==> src/rtl/ahc_pkg.sv <==
// ----------------------------------------------------------------------------
// Allocation history checker package
// Event codes, history entry layout and default sizing shared by the block.
// ----------------------------------------------------------------------------
package ahc_pkg;

  localparam int HIST_SLOTS_DEFAULT = 64;

  localparam int ADDR_W  = 32;
  localparam int ALLOC_W = 2;
  localparam int OP_W    = 2;

  localparam logic [OP_W-1:0] OP_ALLOC   = 2'd0;
  localparam logic [OP_W-1:0] OP_REALLOC = 2'd1;
  localparam logic [OP_W-1:0] OP_FREE    = 2'd2;

  typedef struct packed {
    logic [ADDR_W-1:0]  addr;
    logic [ALLOC_W-1:0] alloc;
    logic [OP_W-1:0]    kind;
  } hist_entry_t;

  localparam int ENTRY_W = $bits(hist_entry_t);

endpackage

==> src/rtl/alloc_history_checker_core.sv <==
// ----------------------------------------------------------------------------
// Allocation history checker
// Keeps a sliding window of allocator events and flags leaks on eviction,
// double frees, wrong allocators, bad reallocs and allocs of live pointers.
// ----------------------------------------------------------------------------
// An event is taken when start is high and busy is low. The history sits in a
// circular buffer RAM with one read port; each event walks every valid entry
// once, oldest first, one entry per cycle, through a single address compare
// path. The result appears on the flag ports for one cycle with done high,
// after the walk over count entries (count = entries held before the event,
// at most HISTORY_SLOTS) and then the drain and finish states; with an empty
// window the walk and drain are skipped. The receiver cannot stall the
// result. check_enable may be written with cfg_we whenever busy is low and
// no result is pending; with it clear the history is still kept but all
// warning flags read zero.
// ----------------------------------------------------------------------------
module alloc_history_checker_core #(
  parameter int HISTORY_SLOTS = ahc_pkg::HIST_SLOTS_DEFAULT
) (
  input  logic                         clk,
  input  logic                         rst,
  input  logic                         cfg_we,
  input  logic                         cfg_wdata,
  input  logic                         start,
  output logic                         busy,
  input  logic [ahc_pkg::ADDR_W-1:0]   address,
  input  logic [ahc_pkg::ALLOC_W-1:0]  allocator_id,
  input  logic [ahc_pkg::OP_W-1:0]     op,
  output logic                         done,
  output logic                         double_free,
  output logic                         wrong_allocator,
  output logic                         realloc_untracked,
  output logic                         realloc_of_freed,
  output logic                         alloc_while_live,
  output logic                         leak_on_evict,
  output logic [ahc_pkg::ADDR_W-1:0]   evicted_address,
  output logic                         window_shifted,
  output logic                         fatal
);

  import ahc_pkg::*;

  localparam int PW = $clog2(HISTORY_SLOTS);
  localparam int CW = $clog2(HISTORY_SLOTS + 1);

  localparam logic [1:0] S_IDLE   = 2'd0;
  localparam logic [1:0] S_WALK   = 2'd1;
  localparam logic [1:0] S_DRAIN  = 2'd2;
  localparam logic [1:0] S_FINISH = 2'd3;

  function automatic logic [PW-1:0] wrap_inc(input logic [PW-1:0] p);
    wrap_inc = (p == PW'(HISTORY_SLOTS - 1)) ? '0 : p + 1'b1;
  endfunction

  logic [1:0]         state;
  logic               check_enable;
  logic [PW-1:0]      head;
  logic [CW-1:0]      count;
  logic [PW-1:0]      rd_ptr;
  logic [PW-1:0]      iss_idx;
  logic               dv;
  logic [PW-1:0]      d_idx;

  logic [ADDR_W-1:0]  in_addr;
  logic [ALLOC_W-1:0] in_alloc;
  logic [OP_W-1:0]    in_op;
  logic               en;
  logic               full;

  logic [ADDR_W-1:0]  ev_addr;
  logic               ev_nonfree;
  logic               later_free;
  logic               pa_found;
  logic [PW-1:0]      pa_pos;
  logic [ALLOC_W-1:0] pa_alloc;
  logic               pf_found;
  logic [PW-1:0]      pf_pos;
  logic               pr_found;
  logic [PW-1:0]      pr_pos;

  logic [ENTRY_W-1:0] rdata;
  hist_entry_t        ent;
  hist_entry_t        new_ent;

  logic df_next, wa_next, ru_next, rf_next, al_next, leak_next;
  logic free_newer;

  assign busy = (state != S_IDLE);
  assign ent  = hist_entry_t'(rdata);

  assign new_ent.addr  = in_addr;
  assign new_ent.alloc = in_alloc;
  assign new_ent.kind  = in_op;

  // write the new word into the slot just past the walk: the tail, or the
  // evicted head when the window is full
  ahc_ram #(
    .WIDTH(ENTRY_W),
    .DEPTH(HISTORY_SLOTS)
  ) u_hist (
    .clk  (clk),
    .we   (state == S_FINISH),
    .waddr(rd_ptr),
    .wdata(new_ent),
    .re   (state == S_WALK),
    .raddr(rd_ptr),
    .rdata(rdata)
  );

  always_comb begin
    free_newer = pf_found && (!pa_found || (pf_pos > pa_pos));
    df_next    = en && (in_op == OP_FREE) && free_newer;
    wa_next    = en && ((in_op == OP_FREE) || (in_op == OP_REALLOC)) && pa_found &&
                 (pa_alloc != in_alloc);
    ru_next    = en && (in_op == OP_REALLOC) && !pa_found;
    rf_next    = en && (in_op == OP_REALLOC) && free_newer;
    al_next    = en && (in_op == OP_ALLOC) && pa_found &&
                 (!pf_found || (pa_pos > pf_pos) || !pr_found || (pa_pos > pr_pos));
    leak_next  = en && full && ev_nonfree && !later_free;
  end

  always_ff @(posedge clk) begin
    if (rst) begin
      state        <= S_IDLE;
      check_enable <= 1'b0;
      head         <= '0;
      count        <= '0;
      dv           <= 1'b0;
      done         <= 1'b0;
    end else begin
      if (cfg_we) begin
        check_enable <= cfg_wdata;
      end
      done <= 1'b0;
      dv   <= 1'b0;

      unique case (state)
        S_IDLE: begin
          if (start) begin
            in_addr    <= address;
            in_alloc   <= allocator_id;
            in_op      <= op;
            en         <= check_enable;
            full       <= (count == CW'(HISTORY_SLOTS));
            rd_ptr     <= head;
            iss_idx    <= '0;
            later_free <= 1'b0;
            pa_found   <= 1'b0;
            pf_found   <= 1'b0;
            pr_found   <= 1'b0;
            state      <= (count == '0) ? S_FINISH : S_WALK;
          end
        end
        S_WALK: begin
          dv      <= 1'b1;
          d_idx   <= iss_idx;
          rd_ptr  <= wrap_inc(rd_ptr);
          iss_idx <= iss_idx + 1'b1;
          if (CW'(iss_idx) == count - 1'b1) begin
            state <= S_DRAIN;
          end
        end
        S_DRAIN: begin
          state <= S_FINISH;
        end
        S_FINISH: begin
          double_free       <= df_next;
          wrong_allocator   <= wa_next;
          realloc_untracked <= ru_next;
          realloc_of_freed  <= rf_next;
          alloc_while_live  <= al_next;
          leak_on_evict     <= leak_next;
          evicted_address   <= full ? ev_addr : '0;
          window_shifted    <= full;
          fatal             <= df_next | wa_next | rf_next | al_next;
          done              <= 1'b1;
          if (full) begin
            head <= wrap_inc(head);
          end else begin
            count <= count + 1'b1;
          end
          state <= S_IDLE;
        end
        default: state <= S_IDLE;
      endcase

      // one history word per cycle; later matches overwrite earlier ones
      if (dv) begin
        if (full && (d_idx == '0)) begin
          ev_addr    <= ent.addr;
          ev_nonfree <= (ent.kind != OP_FREE);
        end else begin
          if (full && (ent.addr == ev_addr) && (ent.kind == OP_FREE)) begin
            later_free <= 1'b1;
          end
          if (ent.addr == in_addr) begin
            case (ent.kind)
              OP_ALLOC: begin
                pa_found <= 1'b1;
                pa_pos   <= d_idx;
                pa_alloc <= ent.alloc;
              end
              OP_FREE: begin
                pf_found <= 1'b1;
                pf_pos   <= d_idx;
              end
              OP_REALLOC: begin
                pr_found <= 1'b1;
                pr_pos   <= d_idx;
              end
              default: begin
              end
            endcase
          end
        end
      end
    end
  end

endmodule

==> src/rtl/ahc_ram.sv <==
// ----------------------------------------------------------------------------
// Generic RAM
// One write port, one read port with registered read data.
// ----------------------------------------------------------------------------
module ahc_ram #(
  parameter int WIDTH = 8,
  parameter int DEPTH = 16
) (
  input  logic                     clk,
  input  logic                     we,
  input  logic [$clog2(DEPTH)-1:0] waddr,
  input  logic [WIDTH-1:0]         wdata,
  input  logic                     re,
  input  logic [$clog2(DEPTH)-1:0] raddr,
  output logic [WIDTH-1:0]         rdata
);

  logic [WIDTH-1:0] mem [DEPTH];

  always_ff @(posedge clk) begin
    if (we) begin
      mem[waddr] <= wdata;
    end
    if (re) begin
      rdata <= mem[raddr];
    end
  end

endmodule

==> config.mk <==
export PLATFORM = sky130hd
export DESIGN_NAME = alloc_history_checker_core
export DESIGN_NICKNAME = d
export VERILOG_FILES = /design/src/rtl/ahc_pkg.sv /design/src/rtl/alloc_history_checker_core.sv /design/src/rtl/ahc_ram.sv
export SDC_FILE = /design/constraint.sdc
export NUM_CORES = 2
export LEC_CHECK = 0
export BUFFER_PORTS_ARGS = -buffer_cell sky130_fd_sc_hd__buf_2
export CORE_ASPECT_RATIO = 1.2
export CORE_MARGIN = 2
export CORE_UTILIZATION = 25
export CTS_BUF_LIST = sky130_fd_sc_hd__clkbuf_16
export DETAILED_ROUTE_END_ITERATION = 16
export SLEW_MARGIN = 20
export SYNTH_ARGS = -nofsm -noshare
export SYNTH_HDL_FRONTEND = slang
export SYNTH_HIERARCHICAL = 1
export SYNTH_SLANG_ARGS = --single-unit
==> constraint.sdc <==
create_clock -name clk -period 8.6 [get_ports clk]
set_input_delay 1.72 -clock clk [delete_from_list [all_inputs] [get_ports clk]]
set_output_delay 1.72 -clock clk [all_outputs]
set_load 0.03 [all_outputs]
==> flow_summary.toml <==
[run_status]
status = "finished, final reports clean"

[placement]
final_weighted_congestion_of_routability_driven_global_placement = 0.818
placed_cells = 9626
pre_cts_slack_ns = 4.29
numPortBuffers = 82
detailedPlacementHpwl_um = 152000
dpl_cell_area_um2 = 104000

[sta]
setup_ws_ns = 4.32
finalHoldViolCount = 0
finalSetupViolations = 0
timing.setup.tns_ns = 0
rsz0062_at_grt = "no"
timing_worst_slew_pin_value_ns = 1.15
maxSlewViolCount = 0
worst_clock_skew_ns = 0.0901
period_share_pct = 49.8
layout_min_cycle_time_ns = 4.28
maxSlewHeadroom_pct = 22.7
upper_clock_frequency_limit_mhz = 234

[synthesis]
synth_compound_area_share_pct = 2.60
synth_edf_count = 2493
synth_area_leader_cell = "sky130_fd_sc_hd__edfxtp_1"
number_of_cells_produced_by_synthesis = 4486
avg_inst_size_synth_um2 = 21.5
ys_dominant_reg_cell = "sky130_fd_sc_hd__edfxtp_1"
ys_async_sr_fraction_pct = 0
synth_area_um2 = 96400
netlist-cell-type-count = 66
synthMuxAreaShare_pct = 14.0
mappedNetlistNets = 4551
main_combinational_cell_family_by_area_after_synthesis = "multiplexers"
post_synth_and_or_nand_nor_area_fraction_pct = 2.76
synth-xor-area-share_pct = 0.826
post_synth_main_area_contributors = "sky130_fd_sc_hd__edfxtp_1 (78%), sky130_fd_sc_hd__mux4_2 (12%), sky130_fd_sc_hd__mux2i_1 (1.7%), sky130_fd_sc_hd__mux2_2 (0.62%), sky130_fd_sc_hd__o22ai_1 (0.60%)"
synth-adder-area-share_pct = 0.311
synth_sequential_area_ratio_pct = 78.0
synth_seq_cells = 2511
synthDominantCellAreaShare_pct = 77.6
yosys_warnings = 6

[grt]
grt_start_max_net_pins = 104
antenna_found_initial = 24
vias_in_the_first_global_route = 47786
grtUsageTotal_pct = 13.5
globalRoute.totalOverflow = 0
wire_length_of_the_first_global_routing_pass_um = 377000

[final_layout]
nets = 4781
area_occupied_by_multi_input_gates_um2 = 20400
layout_commonest_cell = "sky130_fd_sc_hd__edfxtp_1"
finish.cell_count_without_fillers = 10062
area.sequential_um2 = 75200
layout-area-overhead-vs-synth_pct = 15.1
total_of_fill_cells_in_the_finished_design = 37227
final_design_area_no_fill_um2 = 111000
layout.cells.most_common_list = "sky130_fd_sc_hd__edfxtp_1 (2493), sky130_fd_sc_hd__mux4_2 (502), sky130_fd_sc_hd__clkbuf_16 (235)"
drive_above_1_share_pct = 24.5

[detailed_routing]
drt-initial-drc-count = 5983
drt_drc = 0
drtAntennaViolNets = 0
detailroute.via_count = 48025
drt_pass1_iterations = 5
number_of_vias_per_cell_after_detailed_routing = 4.77
wl_per_cell_um = 27.0
detail_route.wirelength_um = 271000

[worst_setup_path]
cp-end-kind = "flip-flop"
worstSetupStartpointType = "flip-flop"
critPathKind = "reg -> reg"
worstPathRequired_ns = 9.20
critical_path.max_fanout = 94
critical-path-max-stage-delay_ns = 0.79
cp.arrival_ns = 4.88
timing.critical_path.slowest_stage_cell = "sky130_fd_sc_hd__buf_4"
crit_path_frequent_cell = "sky130_fd_sc_hd__buf_4"
cp_cell_sequence = "buf_4 > buf_12 > buf_4 > mux4_2 > a22oi_1 > nand4_1 > and3_1"

[clocking]
tritoncts = "done"
cts.repair_timing.setup_buffer_count = 0
clk_latency_ns = 0.90
clock_sink_count = 2511
hold_buffers = 0
clock_tree.htree_level_count = 4
clock_edge_transition_at_the_registers_on_the_reported_setup_and_hold_paths_ns = 0.07
cts_resized = 0
root_buffer = "sky130_fd_sc_hd__clkbuf_16"
cts_max_path_buffers = 4
cts_buffers = 233

[floorplanning]
num_rows = 249
die_w_um = 571
design.die.area_um2 = 391000
floorplan_core_area_um2 = 384000
die_outline_height_um = 684
floorplan.initialDensity_pct = 25.1
top_level_ports = 83

[flow_run]
cap_violations = 0

[power]
cell_pwr_density_nw_per_um2 = 251
irDropWorstVdd_v = 0.000222
leakage_uw = 0.0338

[min_path]
hold_class = "reg -> reg"
[critical path: cells and delay by family, from the launching register on]
family          cells  cell delay, ns
buf+inv             3            1.97
mux                 1            0.60
simple gates        2            0.58
flops               1            0.41
compound gates      1            0.24
[worst paths after layout]
kind / cells after the start / end / from / slack [ns]
max reg2reg: 7 / u_hist/rdata[21] / rd_ptr[0] / 4.32
max: 7 / u_hist/rdata[21] / rd_ptr[0] / 4.32
min reg2reg: 0 / en / check_enable / 0.48
min: 0 / en / check_enable / 0.48
[synthesized netlist by cell type, drive strengths merged (3+ instances only)]
library cell	number
xnor2	32
mux2i	162
a211oi	22
nand3b	3
dfxtp	18
or2	4
a221oi	5
nand4	73
o22a	10
and2	38
nor3	16
xor2	59
o211ai	11
a31oi	7
a21oi	31
nor4	13
clkbuf	109
mux4	502
o21ai	6
a311o	10
nand3	74
nor2b	28
and3	12
a221o	24
o22ai	93
or3	5
nand2	115
o221ai	37
edfxtp	2493
nor2	128
ha	24
buf	133
nand2b	15
o211a	9
mux2	55
inv	27
a22oi	59
[through the flow]
stage	util, %	hold WS (ns)	power [uW]
global placement	27.1	0.452	18400
CTS	28.9	0.483	28100
detailed placement	27.1	0.461	18400
floorplan	-	0.400	16800
global route	28.9	0.493	28700
finish	29.0	0.485	27900
[report_power, final]
part	total, uW	switching (uW)	internal, uW
clock	9800	4460	5330
sequential	14000	135	13900
combinational	4120	2660	1460
[registers in the layout (all words and copies together) (netlist names), 2 cells and up]
| register | cells |
|---|---|
| ev_addr | 32 |
| evicted_address | 32 |
| in_addr | 32 |
| in_alloc | 2 |
| state | 2 |
| rd_ptr | 6 |
| u_hist/rdata | 36 |
| pa_alloc | 2 |
| pa_pos | 6 |
| head | 6 |
| u_hist/mem | 2304 |
| pr_pos | 6 |
| count | 7 |
| iss_idx | 6 |
| pf_pos | 6 |
| d_idx | 6 |
| in_op | 2 |
[routing by layer]
metal  up-vias  routed length, um  share of wire (%)  track usage, %
met3       397              22200                8.2            2.18
met4         4               8120                3.0            4.28
met2      2280             136000                 50            23.1
met5         -                 23             0.0085               0
met1     26094             105000                 39            17.4
li1      19250                  -                  -               -
[logic make-up (layout without fill, tap and decap cells)]
kind of cell,count (synthesis),in the layout
AO/OA/AOI/OAI,338,338
XOR/XNOR,91,91
adder cells (fa/ha/maj),24,24
buffers and inverters,270,683
flip-flops,2511,2511
multiplexers,719,719
other,0,18
AND/OR/NAND/NOR,533,533
[final cells by class]
cell class                      count  share of cell area [%]
Sequential cell                  2511                    67.7
Multi-Input combinational cell   1705                    18.4
Tap cell                         5145                    5.80
Clock buffer                      235                    5.30
Timing Repair Buffer              237                    1.53
Clock inverter                    183                    1.12
Inverter                           28                  0.0946
Antenna cell                       18                  0.0406
Power figures use the tool's default switching activity.
